==> config.mk <==
export PLATFORM = sky130hd
export DESIGN_NAME = dpb_front
export DESIGN_NICKNAME = d
export VERILOG_FILES = /design/src/hw/rtl/dpb_pkg.sv /design/src/hw/rtl/dpb_front.sv
export SDC_FILE = /design/constraint.sdc
export NUM_CORES = 1
export LEC_CHECK = 0
export BUFFER_PORTS_ARGS = -buffer_cell sky130_fd_sc_hd__clkbuf_2
export CAP_MARGIN = 25
export CORE_MARGIN = 10
export CORE_UTILIZATION = 40
export DETAILED_ROUTE_END_ITERATION = 10
export GPL_TIMING_DRIVEN = 0
export PLACE_DENSITY = 0.62
export SYNTH_ARGS = -nofsm -noshare
export SYNTH_HDL_FRONTEND = slang
export SYNTH_SLANG_ARGS = --single-unit
==> constraint.sdc <==
create_clock -name clk -period 4.25 [get_ports clk]
set_input_delay 0.425 -clock clk [delete_from_list [all_inputs] [get_ports clk]]
set_output_delay 0.425 -clock clk [all_outputs]
set_load 0.02 [all_outputs]
==> src/hw/rtl/dpb_pkg.sv <==
// ---------------------------------------------------------------------------
// dpb_pkg
// Types, widths, register codes and reset values of the depth pixel
// back-projection block.
// ---------------------------------------------------------------------------
package dpb_pkg;

    // Field widths.
    localparam int PIX_W       = 12;
    localparam int DEPTH_W     = 16;
    localparam int COORD_W     = 16;
    localparam int CENTER_W    = 16;
    localparam int RECIP_W     = 32;
    localparam int LIMIT_W     = 15;
    localparam int CFG_INDEX_W = 3;
    localparam int CFG_DATA_W  = 32;

    // Datapath widths: offset magnitude, offset times depth, full product, fraction and quotient.
    localparam int OFF_W  = CENTER_W;
    localparam int PD_W   = OFF_W + DEPTH_W;
    localparam int MAG_W  = PD_W + RECIP_W;
    localparam int FRAC_W = 36;
    localparam int QUO_W  = MAG_W - FRAC_W;

    // Configuration register indexes.
    typedef enum logic [CFG_INDEX_W-1:0] {
        REG_CENTER_COL      = 3'd0,
        REG_CENTER_ROW      = 3'd1,
        REG_RECIP_FOCAL_COL = 3'd2,
        REG_RECIP_FOCAL_ROW = 3'd3,
        REG_MIN_DEPTH       = 3'd4,
        REG_MAX_DEPTH       = 3'd5,
        REG_LATERAL_LIMIT   = 3'd6
    } cfg_index_t;

    // Reset values of the configuration registers.
    localparam logic [CENTER_W-1:0] RST_CENTER_COL    = 16'd10240;
    localparam logic [CENTER_W-1:0] RST_CENTER_ROW    = 16'd5760;
    localparam logic [RECIP_W-1:0]  RST_RECIP_FOCAL   = 32'd8589934;
    localparam logic [DEPTH_W-1:0]  RST_MIN_DEPTH     = 16'd10;
    localparam logic [DEPTH_W-1:0]  RST_MAX_DEPTH     = 16'd5000;
    localparam logic [LIMIT_W-1:0]  RST_LATERAL_LIMIT = 15'd5000;

    // Camera and window settings.
    typedef struct packed {
        logic [CENTER_W-1:0] center_col;
        logic [CENTER_W-1:0] center_row;
        logic [RECIP_W-1:0]  recip_focal_col;
        logic [RECIP_W-1:0]  recip_focal_row;
        logic [DEPTH_W-1:0]  min_depth;
        logic [DEPTH_W-1:0]  max_depth;
        logic [LIMIT_W-1:0]  lateral_limit;
    } cfg_t;

    // Front stage result: range flag, offsets, depth, indexes and grid quotients.
    typedef struct packed {
        logic               in_range;
        logic               neg_x;
        logic [OFF_W-1:0]   off_x;
        logic               neg_y;
        logic [OFF_W-1:0]   off_y;
        logic [DEPTH_W-1:0] depth;
        logic [PIX_W-1:0]   row;
        logic [PIX_W-1:0]   col;
        logic [PIX_W-1:0]   row_q;
        logic [PIX_W-1:0]   col_q;
    } front_t;

    // Scaled products ahead of rounding and clipping.
    typedef struct packed {
        logic               neg_x;
        logic [MAG_W-1:0]   mag_x;
        logic               neg_y;
        logic [MAG_W-1:0]   mag_y;
        logic [DEPTH_W-1:0] depth;
    } prod_t;

endpackage

==> src/hw/rtl/dpb_front.sv <==
// ---------------------------------------------------------------------------
// dpb_front
// First pipeline stage: principal point offsets, depth window, image bounds
// and the quotients used for the sampling grid check.
// ---------------------------------------------------------------------------
module dpb_front import dpb_pkg::*; #(
    parameter int STEP    = 10,
    parameter int MAX_DIM = 4096
) (
    input  logic               clk,
    input  logic               rst_n,
    input  cfg_t               cfg,
    input  logic               in_valid,
    output logic               in_ready,
    input  logic [PIX_W-1:0]   in_row,
    input  logic [PIX_W-1:0]   in_col,
    input  logic [DEPTH_W-1:0] in_depth,
    output logic               out_valid,
    input  logic               out_ready,
    output front_t             out_data
);

    // Division by STEP as a multiply by a rounded-up reciprocal.
    localparam int QSHIFT = PIX_W + 7;
    localparam int MULT_W = QSHIFT + 1;
    localparam int PROD_W = PIX_W + MULT_W;
    localparam logic [MULT_W-1:0] QMULT = MULT_W'(((2 ** QSHIFT) + STEP - 1) / STEP);
    localparam logic [PIX_W:0] DIM_LIMIT = (PIX_W + 1)'(MAX_DIM);

    logic              valid_reg;
    logic              valid_next;
    front_t            data_reg;
    front_t            data_next;
    logic [PROD_W-1:0] row_prod;
    logic [PROD_W-1:0] col_prod;
    logic [OFF_W-1:0]  p16_x;
    logic [OFF_W-1:0]  p16_y;

    // The stage takes a request whenever it is empty or drains this cycle.
    assign in_ready = !valid_reg || out_ready;

    always_comb
    begin
        valid_next = valid_reg;
        if (in_ready)
        begin
            valid_next = in_valid;
        end
    end

    // Offsets from the principal point in 1/16 pixel, as sign and magnitude.
    always_comb
    begin
        p16_x = {in_col, 4'b0000};
        p16_y = {in_row, 4'b0000};
        row_prod = PROD_W'(in_row) * PROD_W'(QMULT);
        col_prod = PROD_W'(in_col) * PROD_W'(QMULT);

        data_next.neg_x = p16_x < cfg.center_col;
        data_next.off_x = data_next.neg_x ? (cfg.center_col - p16_x) : (p16_x - cfg.center_col);
        data_next.neg_y = p16_y < cfg.center_row;
        data_next.off_y = data_next.neg_y ? (cfg.center_row - p16_y) : (p16_y - cfg.center_row);
        data_next.depth = in_depth;
        data_next.row   = in_row;
        data_next.col   = in_col;
        data_next.row_q = row_prod[QSHIFT +: PIX_W];
        data_next.col_q = col_prod[QSHIFT +: PIX_W];
        data_next.in_range = ({1'b0, in_row} < DIM_LIMIT) && ({1'b0, in_col} < DIM_LIMIT)
                          && (in_depth >= cfg.min_depth) && (in_depth <= cfg.max_depth);
    end

    // Valid bit.
    always_ff @(posedge clk or negedge rst_n)
    begin
        if (!rst_n)
        begin
            valid_reg <= 1'b0;
        end
        else
        begin
            valid_reg <= valid_next;
        end
    end

    // Payload register.
    always_ff @(posedge clk)
    begin
        if (in_valid && in_ready)
        begin
            data_reg <= data_next;
        end
    end

    assign out_valid = valid_reg;
    assign out_data  = data_reg;

endmodule

==> summary.txt <==
======================================================================================
Launch instance of the worst register-to-register path                    out_valid$_DFFE_PN0N_
Number of enable-type register cells in the synthesized netlist                     93
Critical-path cell with the highest stage delay                           sky130_fd_sc_hd__fa_1
Detailed Place HPWL                                                           24000 um
Boundary pin count                                                                 288
Starting density of the core                                                     0.404
Post-route non-filler standard cell count                                         1757
Syn. warnings                                                                        0
Via count of the first global-routing pass                                        9184
Wire length of the first global-routing pass                                  47600 um
Critical path destination                                                 out_data[5]$_DFFE_PP_
Vertical die dimension                                                          187 um
Sw power                                                                       3220 uW
Highest ir drop seen on vdd                                                   0.550 mV
Leftover overflow at the end of global routing                                       0
Number of synthesized register bits                                                 94
Data arrival time of the critical path                                         4.57 ns
Most common cell after layout, fill and taps aside                        sky130_fd_sc_hd__inv_1
FF/Latch Area                                                               2820 sq um
Chain of cells forming the critical path                                  clkbuf_16 > inv_8 > ha_4 > fa_2 > fa_1 > inv_2 > fa_1 > inv_2 > fa_1 > inv_2 > ha_4 > nand3_4 > nor3b_4 > a2111oi_2 > a221o_1 > a31oi_4 > nor4_2 > a311o_1
Overall via count from detail_route                                               8653
Layout cell share with drive strength beyond 1                                   0.268
Violations in the final reports                                           negative setup slack
Largest fanout of any net on the critical path                                       5
Synth Cell Area                                                            11200 sq um
Fraction of synthesized cell area taken by the top area cell type                0.260
Insertion delay to the later sink of the worst-skew pair                       0.37 ns
Internal                                                                       4220 uW
Final Wtd Congestion                                                             0.865
Worst R2R Setup Slack                                                          2.47 ns
Total area of multi-input combinational cells                               7930 sq um
Commonest cells after routing, fill and taps aside                        237 x sky130_fd_sc_hd__inv_1, 205 x sky130_fd_sc_hd__ha_1, 186 x sky130_fd_sc_hd__clkbuf_2
Global routing usage on met2                                                     0.279
Worst slew pin tran                                                           0.668 ns
Cell total after placement                                                        1706
Clk pwr share                                                                    0.123
Hold violation count in the final report                                             0
RSZ-0062 raised after global routing                                               yes
Power Density                                                              524 nW/um^2
Horizontal die dimension                                                        187 um
Critical path startpoint category                                            input pin
Total clock buffers created by CTS                                                   9
Worst Setup Path Type                                                     input pin to register
Syn Area/Cell                                                               9.99 sq um
Remaining routing DRC violations                                                     0
Average vias per placed instance                                                  4.92
Net total in the final layout                                                     1878
CTS tree                                                                         built
Endpoint of the worst-slack reg-to-reg timing path                        out_data[82]$_DFFE_PP_
CTS root buf                                                              sky130_fd_sc_hd__clkbuf_16
Result of the run                                                         complete, but fails checks
Synthesized netlist cell count                                                    1120
Worst path required time                                                       4.36 ns
Peak-usage layer in the global routing report                                     met2
Placeable core area                                                        27700 sq um
Clock H-tree levels                                                                  3
Number of stages on the worst hold path                                              1
Cell taking the most area after synthesis                                 sky130_fd_sc_hd__ha_1
Sort of element at the end of the critical path                               register
Max Cap Violations                                                                   0
Global-route usage over all layers                                               0.165
Number of setup violations in the final report                                      16
Share of power burned in combinational logic                                     0.701
Remaining antenna violation count after routing                                      0
CTS clk-pin slew, worst paths                                                  0.07 ns
DRT iter0 DRCs                                                                     349
Worst setup margin                                                           -0.205 ns
Number of distinct standard cells referenced by the synthesized netlist             60
Fill cells                                                                        2532
R2R depth                                                                            3
Main synth FF type                                                        sky130_fd_sc_hd__edfxtp_1
Sum of routed wire length over all layers                                     28900 um
DIE AREA                                                                   35000 sq um
Highest clock rate                                                           0.224 GHz
Buffers from clock root to sink, at most                                             2
Clock tree sinks                                                                    94
Share of flip-flops with an asynchronous set or reset                           0.0106
TNS Setup                                                                     -1.37 ns
First-pass DRT Iterations                                                            5
Launch point of the worst path                                              in_col[10]
Fraction of met3 tracks used by global routing                                  0.0334
Wire length per cell                                                           16.4 um
Hold Worst Slack                                                              0.273 ns
Type of the worst min-delay path                                          input pin to register
Number of port buffers                                                             202
Utilization after layout                                                         0.512
Cell types occupying the most area after synthesis                        sky130_fd_sc_hd__ha_1 26%, sky130_fd_sc_hd__edfxtp_1 25%, sky130_fd_sc_hd__fa_1 15%
Sequential Power Share                                                           0.176
Final clock period utilization by the worst path                                  1.05
Largest incremental delay on the critical path                                 0.54 ns
Worst slew margin                                                                0.555
Sw frac                                                                          0.433
Share of synthesized area occupied by flip-flops and latches                     0.252
Worst Clk Skew                                                               0.0152 ns
Met1 Usage GRT                                                                   0.210
Antenna violations before repair                                                     1
FP Rows                                                                             61
Reported leakage power                                                      0.00709 uW
Minimum clock period                                                           4.46 ns
Setup slack after placement                                                  -0.894 ns
Largest net degree at the start of global routing                                   51
Count of final max-slew check failures                                               0
Area growth from synthesis to layout                                             26.9%
======================================================================================
[how the worst min path moves through the flow]
stage / start / end
3_5_place_dp: rst_n / out_valid$_DFFE_PN0N_
2_1_floorplan: rst_n / out_valid$_DFFE_PN0N_
5_1_grt: in_col[9] / out_data[33]$_DFFE_PP_
4_1_cts: in_depth[6] / out_data[54]$_DFFE_PP_
3_3_place_gp: rst_n / out_valid$_DFFE_PN0N_
6_report: in_depth[0] / out_data[48]$_DFFE_PP_
[stage by stage]
| stage | area [sq um] | total power, uW |
|---|---|---|
| final | 14200 | 7440 |
| after floorplan | 11500 | 4570 |
| after global placement | 13000 | 5530 |
| after detailed placement | 13100 | 5610 |
| after global routing | 14200 | 8120 |
| after CTS | 14000 | 7220 |
[power by group through the flow]
stage | registers (uW) | clock network, uW | logic, uW
after floorplan | 1500 | 0 | 3070
after global placement | 1330 | 0 | 4200
after detailed placement | 1330 | 0 | 4290
after CTS | 1310 | 951 | 4950
after global routing | 1320 | 980 | 5820
final | 1310 | 915 | 5210
[layout make-up]
cell class,count,share of cell area
antenna,1,0.000176
buffer,14,0.00652
clock buffer,10,0.0161
clock inverter,6,0.00643
inverter,266,0.0721
multi-input combinational,751,0.558
sequential,94,0.198
tap,378,0.0333
timing repair buffer,237,0.108
[flip-flops by register name, indices dropped and copies added (netlist names)]
signal / flops
out_valid: 1
out_data: 93
[cell families after synthesis]
group	count (synthesis)	synth area share
AO/OA/AOI/OAI	200	0.115
AND/OR/NAND/NOR	171	0.0763
flip-flops	94	0.252
multiplexers	11	0.00984
other	1	0.000335
adder cells (fa/ha/maj)	318	0.413
XOR/XNOR	45	0.0352
buffers and inverters	280	0.0975
[critical path: cells and delay by family]
family	cells	cell delay, ns
adders and majority gates	6	2.55
AOI/OAI and AO/OA	4	0.92
and+or+nand+nor	3	0.33
buffers and inverters	5	0.32
[cells in the mapped netlist (7+ instances only)]
master	number
sky130_fd_sc_hd__nand4_1	11
sky130_fd_sc_hd__mux2i_1	11
sky130_fd_sc_hd__a21oi_1	58
sky130_fd_sc_hd__nor4_1	7
sky130_fd_sc_hd__nand2_1	31
sky130_fd_sc_hd__o21a_1	9
sky130_fd_sc_hd__nand3_1	14
sky130_fd_sc_hd__nor3_1	11
sky130_fd_sc_hd__o21ai_0	47
sky130_fd_sc_hd__inv_1	266
sky130_fd_sc_hd__nor2b_1	13
sky130_fd_sc_hd__and3_1	9
sky130_fd_sc_hd__nor2_1	48
sky130_fd_sc_hd__fa_1	86
sky130_fd_sc_hd__nand2b_1	10
sky130_fd_sc_hd__a31oi_1	9
sky130_fd_sc_hd__edfxtp_1	93
sky130_fd_sc_hd__ha_1	232
sky130_fd_sc_hd__xor2_1	17
sky130_fd_sc_hd__a21o_1	23
sky130_fd_sc_hd__xnor2_1	28
[timing repair]
| action | 4_1_cts | 5_1_grt |
|---|---|---|
| resized for setup | 87 | 34 |
| hold endpoints to repair | 1 | 0 |
| setup buffers | 27 | 6 |
| hold buffers | 1 | 0 |
| setup endpoints to repair | 18 | 18 |
| pin swaps | 67 | 21 |
[per-layer routing]
metal	routed length [um]	part of all wire
met5	0	0
met3	1610	0.056
met4	444	0.015
met1	12800	0.44
met2	14100	0.49
(Power assumes the default switching activity.)
