### config.mk
export PLATFORM = sky130hd
export DESIGN_NAME = dpb_clip
export DESIGN_NICKNAME = d
export VERILOG_FILES = /design/src/hw/rtl/dpb_pkg.sv /design/src/hw/rtl/dpb_clip.sv
export SDC_FILE = /design/constraint.sdc
export NUM_CORES = 1
export LEC_CHECK = 0
export BUFFER_PORTS_ARGS = -buffer_cell sky130_fd_sc_hd__clkbuf_2
export CAP_MARGIN = 20
export CORE_AREA = 10 10 124 126
export DETAILED_ROUTE_END_ITERATION = 16
export DIE_AREA = 0 0 134 136
export GPL_TIMING_DRIVEN = 0
export MAX_ROUTING_LAYER = met4
export PLACE_DENSITY = 0.79
export SLEW_MARGIN = 20
export SYNTH_ARGS = -nofsm -noshare
export SYNTH_HDL_FRONTEND = slang
export SYNTH_SLANG_ARGS = --single-unit
export TNS_END_PERCENT = 20
### constraint.sdc
create_clock -name clk -period 2.9 [get_ports clk]
set_clock_uncertainty 0.05 [all_clocks]
set_input_delay 0.58 -clock clk [delete_from_list [all_inputs] [get_ports clk]]
set_output_delay 0.58 -clock clk [all_outputs]
set_load 0.005 [all_outputs]
### src/hw/rtl/dpb_pkg.sv
// ---------------------------------------------------------------------------
// dpb_pkg
// Types, widths, register codes and reset values of the depth pixel
// back-projection block.
// ---------------------------------------------------------------------------
package dpb_pkg;

    // Field widths.
    localparam int PIX_W       = 12;
    localparam int DEPTH_W     = 16;
    localparam int COORD_W     = 16;
    localparam int CENTER_W    = 16;
    localparam int RECIP_W     = 32;
    localparam int LIMIT_W     = 15;
    localparam int CFG_INDEX_W = 3;
    localparam int CFG_DATA_W  = 32;

    // Datapath widths: offset magnitude, offset times depth, full product, fraction and quotient.
    localparam int OFF_W  = CENTER_W;
    localparam int PD_W   = OFF_W + DEPTH_W;
    localparam int MAG_W  = PD_W + RECIP_W;
    localparam int FRAC_W = 36;
    localparam int QUO_W  = MAG_W - FRAC_W;

    // Configuration register indexes.
    typedef enum logic [CFG_INDEX_W-1:0] {
        REG_CENTER_COL      = 3'd0,
        REG_CENTER_ROW      = 3'd1,
        REG_RECIP_FOCAL_COL = 3'd2,
        REG_RECIP_FOCAL_ROW = 3'd3,
        REG_MIN_DEPTH       = 3'd4,
        REG_MAX_DEPTH       = 3'd5,
        REG_LATERAL_LIMIT   = 3'd6
    } cfg_index_t;

    // Reset values of the configuration registers.
    localparam logic [CENTER_W-1:0] RST_CENTER_COL    = 16'd10240;
    localparam logic [CENTER_W-1:0] RST_CENTER_ROW    = 16'd5760;
    localparam logic [RECIP_W-1:0]  RST_RECIP_FOCAL   = 32'd8589934;
    localparam logic [DEPTH_W-1:0]  RST_MIN_DEPTH     = 16'd10;
    localparam logic [DEPTH_W-1:0]  RST_MAX_DEPTH     = 16'd5000;
    localparam logic [LIMIT_W-1:0]  RST_LATERAL_LIMIT = 15'd5000;

    // Camera and window settings.
    typedef struct packed {
        logic [CENTER_W-1:0] center_col;
        logic [CENTER_W-1:0] center_row;
        logic [RECIP_W-1:0]  recip_focal_col;
        logic [RECIP_W-1:0]  recip_focal_row;
        logic [DEPTH_W-1:0]  min_depth;
        logic [DEPTH_W-1:0]  max_depth;
        logic [LIMIT_W-1:0]  lateral_limit;
    } cfg_t;

    // Front stage result: range flag, offsets, depth, indexes and grid quotients.
    typedef struct packed {
        logic               in_range;
        logic               neg_x;
        logic [OFF_W-1:0]   off_x;
        logic               neg_y;
        logic [OFF_W-1:0]   off_y;
        logic [DEPTH_W-1:0] depth;
        logic [PIX_W-1:0]   row;
        logic [PIX_W-1:0]   col;
        logic [PIX_W-1:0]   row_q;
        logic [PIX_W-1:0]   col_q;
    } front_t;

    // Scaled products ahead of rounding and clipping.
    typedef struct packed {
        logic               neg_x;
        logic [MAG_W-1:0]   mag_x;
        logic               neg_y;
        logic [MAG_W-1:0]   mag_y;
        logic [DEPTH_W-1:0] depth;
    } prod_t;

endpackage

### src/hw/rtl/dpb_clip.sv
// ---------------------------------------------------------------------------
// dpb_clip
// Output stage: floor rounding of the scaled products, lateral limit test
// and the output register.
// ---------------------------------------------------------------------------
module dpb_clip import dpb_pkg::*; (
    input  logic                      clk,
    input  logic                      rst_n,
    input  cfg_t                      cfg,
    input  logic                      in_valid,
    output logic                      in_ready,
    input  prod_t                     in_data,
    output logic                      out_valid,
    input  logic                      out_ready,
    output logic signed [COORD_W-1:0] out_x,
    output logic signed [COORD_W-1:0] out_y,
    output logic [DEPTH_W-1:0]        out_z
);

    logic               valid_reg;
    logic               valid_next;
    logic [COORD_W-1:0] x_reg;
    logic [COORD_W-1:0] y_reg;
    logic [DEPTH_W-1:0] z_reg;
    logic [QUO_W:0]     q_x;
    logic [QUO_W:0]     q_y;
    logic [QUO_W:0]     lim;
    logic               pass;

    // Magnitude after the shift; a negative value with a fraction rounds
    // one step further from zero, which is floor on the signed result.
    always_comb
    begin
        q_x = {1'b0, in_data.mag_x[MAG_W-1:FRAC_W]}
            + (QUO_W + 1)'(in_data.neg_x && (in_data.mag_x[FRAC_W-1:0] != '0));
        q_y = {1'b0, in_data.mag_y[MAG_W-1:FRAC_W]}
            + (QUO_W + 1)'(in_data.neg_y && (in_data.mag_y[FRAC_W-1:0] != '0));
        lim = (QUO_W + 1)'(cfg.lateral_limit);
        pass = (q_x <= lim) && (q_y <= lim);
    end

    assign in_ready = !valid_reg || out_ready;

    always_comb
    begin
        valid_next = valid_reg;
        if (in_ready)
        begin
            valid_next = in_valid && pass;
        end
    end

    // Valid bit.
    always_ff @(posedge clk or negedge rst_n)
    begin
        if (!rst_n)
        begin
            valid_reg <= 1'b0;
        end
        else
        begin
            valid_reg <= valid_next;
        end
    end

    // Point register in two's complement.
    always_ff @(posedge clk)
    begin
        if (in_valid && in_ready)
        begin
            x_reg <= in_data.neg_x ? COORD_W'(~q_x + 1'b1) : q_x[COORD_W-1:0];
            y_reg <= in_data.neg_y ? COORD_W'(~q_y + 1'b1) : q_y[COORD_W-1:0];
            z_reg <= in_data.depth;
        end
    end

    assign out_valid = valid_reg;
    assign out_x     = $signed(x_reg);
    assign out_y     = $signed(y_reg);
    assign out_z     = z_reg;

endmodule

==> flow_summary_export.csv <==
group,metric,value,unit
floorplan,io_pins,343,
synth,synth-seq-cells,49,
synth,yosys.area_share.xor_xnor,12.9,%
floorplan,number_of_rows_in_the_core_area,42,
floorplan,floorplan.initialDensity,32.5,%
floorplan,fp.coreArea,13000,µm²
synth,compound_gate_portion_of_the_synthesized_area,13.0,%
synth,ys_async_sr_fraction,2.04,%
cts,cts_inserted_buffers,5,
sta,whs,417,ps
sta,max_slew.worst_pin.slew,568,ps
finish,n_antenna_cell,0,
cts,clk-insertion-delay-late,290,ps
placement,gpl.final_weighted_congestion,0.903,
global_route,groute.usage.overall,16.2,%
global_route,antenna_found_initial,0,
sta,finalSetupViolations,16,
synth,dominant_combinational_cell_family_by_area_after_synthesis,"simple AND/OR/NAND/NOR gates",
critical_path,crit_path_top_delay_cell,"sky130_fd_sc_hd__or4_4",
floorplan,die_width,134,µm
finish,multi_input_gate_area,3100,µm²
power_and_ir_drop,powerDensity,327,nW/µm²
critical_path,cp_slowest_stage_delay,580,ps
outcome,violations_in_the_final_reports,"setup timing",
critical_path,crit_start,"in_data[29]",
finish,final_core_utilization,50.7,%
global_route,wire_length_of_the_first_global_routing_pass,23500,µm
placement,portBuffers,212,
critical_path,crit_path_max_fanout,5,
route,detailedRoute.firstIterationViolations,308,
sta,max_slew_violation_count,0,
critical_path,timing.reg2reg.worst_path_depth,7,
route,avgViaCountPerCell,5.19,
synth,netlist_instances,451,
synth,top_post_synthesis_cells_by_area,"sky130_fd_sc_hd__edfxtp_1 (34%), sky130_fd_sc_hd__ha_1 (11%), sky130_fd_sc_hd__xnor2_1 (9.3%)",
synth,synth_fa_ha_area_share,10.7,%
sta,final_period_minus_worst_setup_slack,3950,ps
critical_path,cell_repeated_most_along_the_worst_path,"sky130_fd_sc_hd__nand4_1",
sta,achievable-frequency,0.253,GHz
cts,cts-htree-levels,2,
cts,cts_root_buffer,"sky130_fd_sc_hd__clkbuf_16",
synth,netlist_cell_types,57,
route,final_antenna_net_count,0,
route,via_total_after_detailed_routing,4527,
critical_path,critical_path.reg2reg.startpoint,"out_valid",
outcome,status,"finished with violations",
power_and_ir_drop,power.ir.vdd_worst,0.216,mV
critical_path,timing.critical_path.cells,"buf_6 -> nor4_4 -> nand4_1 -> o31a_1 -> ha_4 -> nand3_4 -> or2_4 -> or4_4 -> xor2_4 -> inv_2 -> ha_4 -> nand4_1 -> nor4_4 -> o2111ai_2 -> a211oi_2 -> o2111a_1 -> nand4_1 -> o31ai_1",
critical_path,path_class,"in2reg",
critical_path,timing.critical_path.to,"out_valid",
critical_path,reg2reg_setup_slack,1200,ps
finish,nNetsFinal,1025,
route,post_drt_wl_per_cell,18.4,µm
sta,postLayoutSetupSlackWorst,-1050,ps
floorplan,design.die.area,18200,µm²
synth,synth-simple-area-share,25.0,%
critical_path,crit_path_end_kind,"register",
synth,synth_largest_type_area_fraction,34.1,%
critical_path,worst_r2r_endpoint,"out_valid",
sta,worst_slew_margin_rel,61.8,%
run,maxCapViolations,0,
synth,netlist_area,4220,µm²
synth,synth.yosys.warnings,0,
synth,muxShareOfSynthArea,0.711,%
sta,period_share,136,%
sta,rsz_0062_raised_after_global_routing,"true",
power_and_ir_drop,cellLeakagePower,0.00282,µW
cts,tritoncts,"done",
global_route,grt_start_max_net_pins,34,
hold_path,hold_path_class,"in2reg",
placement,hpwl,12900,µm
route,drt_drc_violations_left,0,
global_route,grt_pass1_vias,4547,
critical_path,data_arrival_time_of_the_worst_path,4100,ps
synth,dominantRegCellSynth,"sky130_fd_sc_hd__edfxtp_1",
critical_path,sort_of_element_at_the_start_of_the_critical_path,"primary input",
global_route,grt-ovfl-total,0,
finish,layout.filler_cells,1182,
synth,nets_in_the_synthesized_netlist,780,
synth,synth_seq_area_share,34.7,%
route,totalWireLength,16000,µm
cts,cts.reportedPaths.clkPinSlew,70,ps
cts,cts_max_path_buffers,2,
critical_path,crit_required,3050,ps
synth,postSynthAreaPerCell,9.36,µm²
finish,synthToLayoutAreaGrowth,55.9,%
sta,hold_viol_final,0,
route,drt_pre_antenna_iters,7,
finish,seq_area,1470,µm²
floorplan,die_y,136,µm
synth,synth_edf_count,48,
finish,final_layout_size_suffix_gt1_share,46.1,%
cts,clock-sinks,49,
synth,synth.largest_area_cell,"sky130_fd_sc_hd__edfxtp_1",
[placed cells by master (no fill, tap or decap), types with 5 or more instances in the layout]
cell type                   instances
sky130_fd_sc_hd__nand2_1           43
sky130_fd_sc_hd__nand3_1           17
sky130_fd_sc_hd__xor2_2             5
sky130_fd_sc_hd__and4_1             8
sky130_fd_sc_hd__nor4_4             7
sky130_fd_sc_hd__ha_4               6
sky130_fd_sc_hd__ha_1              30
sky130_fd_sc_hd__inv_1             26
sky130_fd_sc_hd__buf_6             26
sky130_fd_sc_hd__clkbuf_2         181
sky130_fd_sc_hd__xnor2_1           41
sky130_fd_sc_hd__clkbuf_16          6
sky130_fd_sc_hd__a211oi_1           7
sky130_fd_sc_hd__nor3_1            12
sky130_fd_sc_hd__a21oi_1           12
sky130_fd_sc_hd__and3_1             7
sky130_fd_sc_hd__nor4_2             9
sky130_fd_sc_hd__nand2b_1           8
sky130_fd_sc_hd__edfxtp_1          48
sky130_fd_sc_hd__xor2_1            10
sky130_fd_sc_hd__o21ai_0           14
sky130_fd_sc_hd__nor4_1            10
sky130_fd_sc_hd__nor2_1            19
sky130_fd_sc_hd__nand4_1           17
sky130_fd_sc_hd__buf_4             26
[metal layers]
metal / vias up / wire length [µm] / track usage [%]
li1: 2209 / - / -
met3: 11 / 1400 / 4.61
met5: - / 0 / -
met2: 215 / 7220 / 24.6
met1: 2092 / 7270 / 21.4
met4: 0 / 140 / 2.48
[state kept, by name (all words and copies together), names as in the netlist]
signal / cells
out_x: 16
out_y: 16
out_z: 16
out_valid: 1
[timing repair]
| action | 4_1_cts | 5_1_grt |
|---|---|---|
| hold buffers | 1 | 0 |
| setup buffers | 15 | 17 |
| pin swaps | 21 | 36 |
| endpoints found under the hold margin | 1 | 0 |
| endpoints found under the setup margin | 19 | 21 |
| resized for setup | 40 | 86 |
| cloned | 0 | 0 |
[synthesized netlist by cell type, drive strengths merged, types with 2 or more instances]
cell type,count
a211oi,8
nand2,45
o31ai,8
a31oi,2
nor4,26
clkbuf,3
nand2b,9
nand4,18
edfxtp,48
nand3b,2
o31a,2
and3,7
nor2,19
buf,2
or3,4
ha,36
o2111a,3
o211ai,3
inv,29
o21ai,22
mux2i,3
o22ai,2
xnor2,45
a311oi,2
a21oi,12
nand3,21
o311ai,2
and4,8
nor3,16
o41ai,2
nor2b,2
o2111ai,2
o21a,2
xor2,17
and2,3
or4,4
or2,3
[report_power, final]
part,internal (µW),leakage [µW],switching [µW]
clock,322,0.0000702,267
sequential,864,0.000484,19.4
combinational,333,0.00227,349
total,1520,0.00282,636
[worst min-delay path by stage]
stage	cells after the start	startpoint	end	slack, ps
after detailed placement	1	rst_n	out_valid	310
after global placement	1	rst_n	out_valid	310
after floorplan	0	rst_n	out_valid	230
final	1	in_data[2]	out_z[2]	420
after global routing	1	in_data[2]	out_z[2]	400
after CTS	1	in_data[2]	out_z[2]	410
[worst max-delay path: cells and delay by family]
family	cells	cell delay, ps
AO/OA/AOI/OAI	5	980
XOR/XNOR	1	200
adder cells (fa/ha/maj)	2	460
buffers and inverters	2	150
AND/OR/NAND/NOR	8	1730
[logic make-up (layout without fill, tap and decap cells)]
| logic type | Yosys count | after routing |
|---|---|---|
| AOI/OAI and AO/OA | 78 | 78 |
| DFF | 49 | 49 |
| adders and majority gates | 36 | 36 |
| xor gates and xnor gates | 62 | 62 |
| buffers and inverters | 34 | 280 |
| muxes | 3 | 3 |
| and+or+nand+nor | 189 | 189 |
[through the flow]
step	total power [µW]	setup TNS [ps]	setup WS (ps)	instances	cell area, µm²
6_report	2150	-6410	-1050	873	6580
5_1_grt	2280	-8720	-1270	873	6580
4_1_cts	2100	-8830	-1070	863	6110
3_5_place_dp	1470	-16030	-1810	840	5640
3_3_place_gp	1460	-18280	-1770	839	5620
2_1_floorplan	1170	-5680	-965	451	4340
[cell type report]
type | instances | share of cell area, %
inverter | 29 | 1.65
timing repair buffer | 239 | 22.6
sequential | 49 | 22.3
tap | 176 | 3.35
multi-input combinational | 368 | 47.1
clock buffer | 5 | 1.90
clock inverter | 3 | 0.323
buffer | 4 | 0.760
No activity file was read; power rests on OpenSTA's default activity.
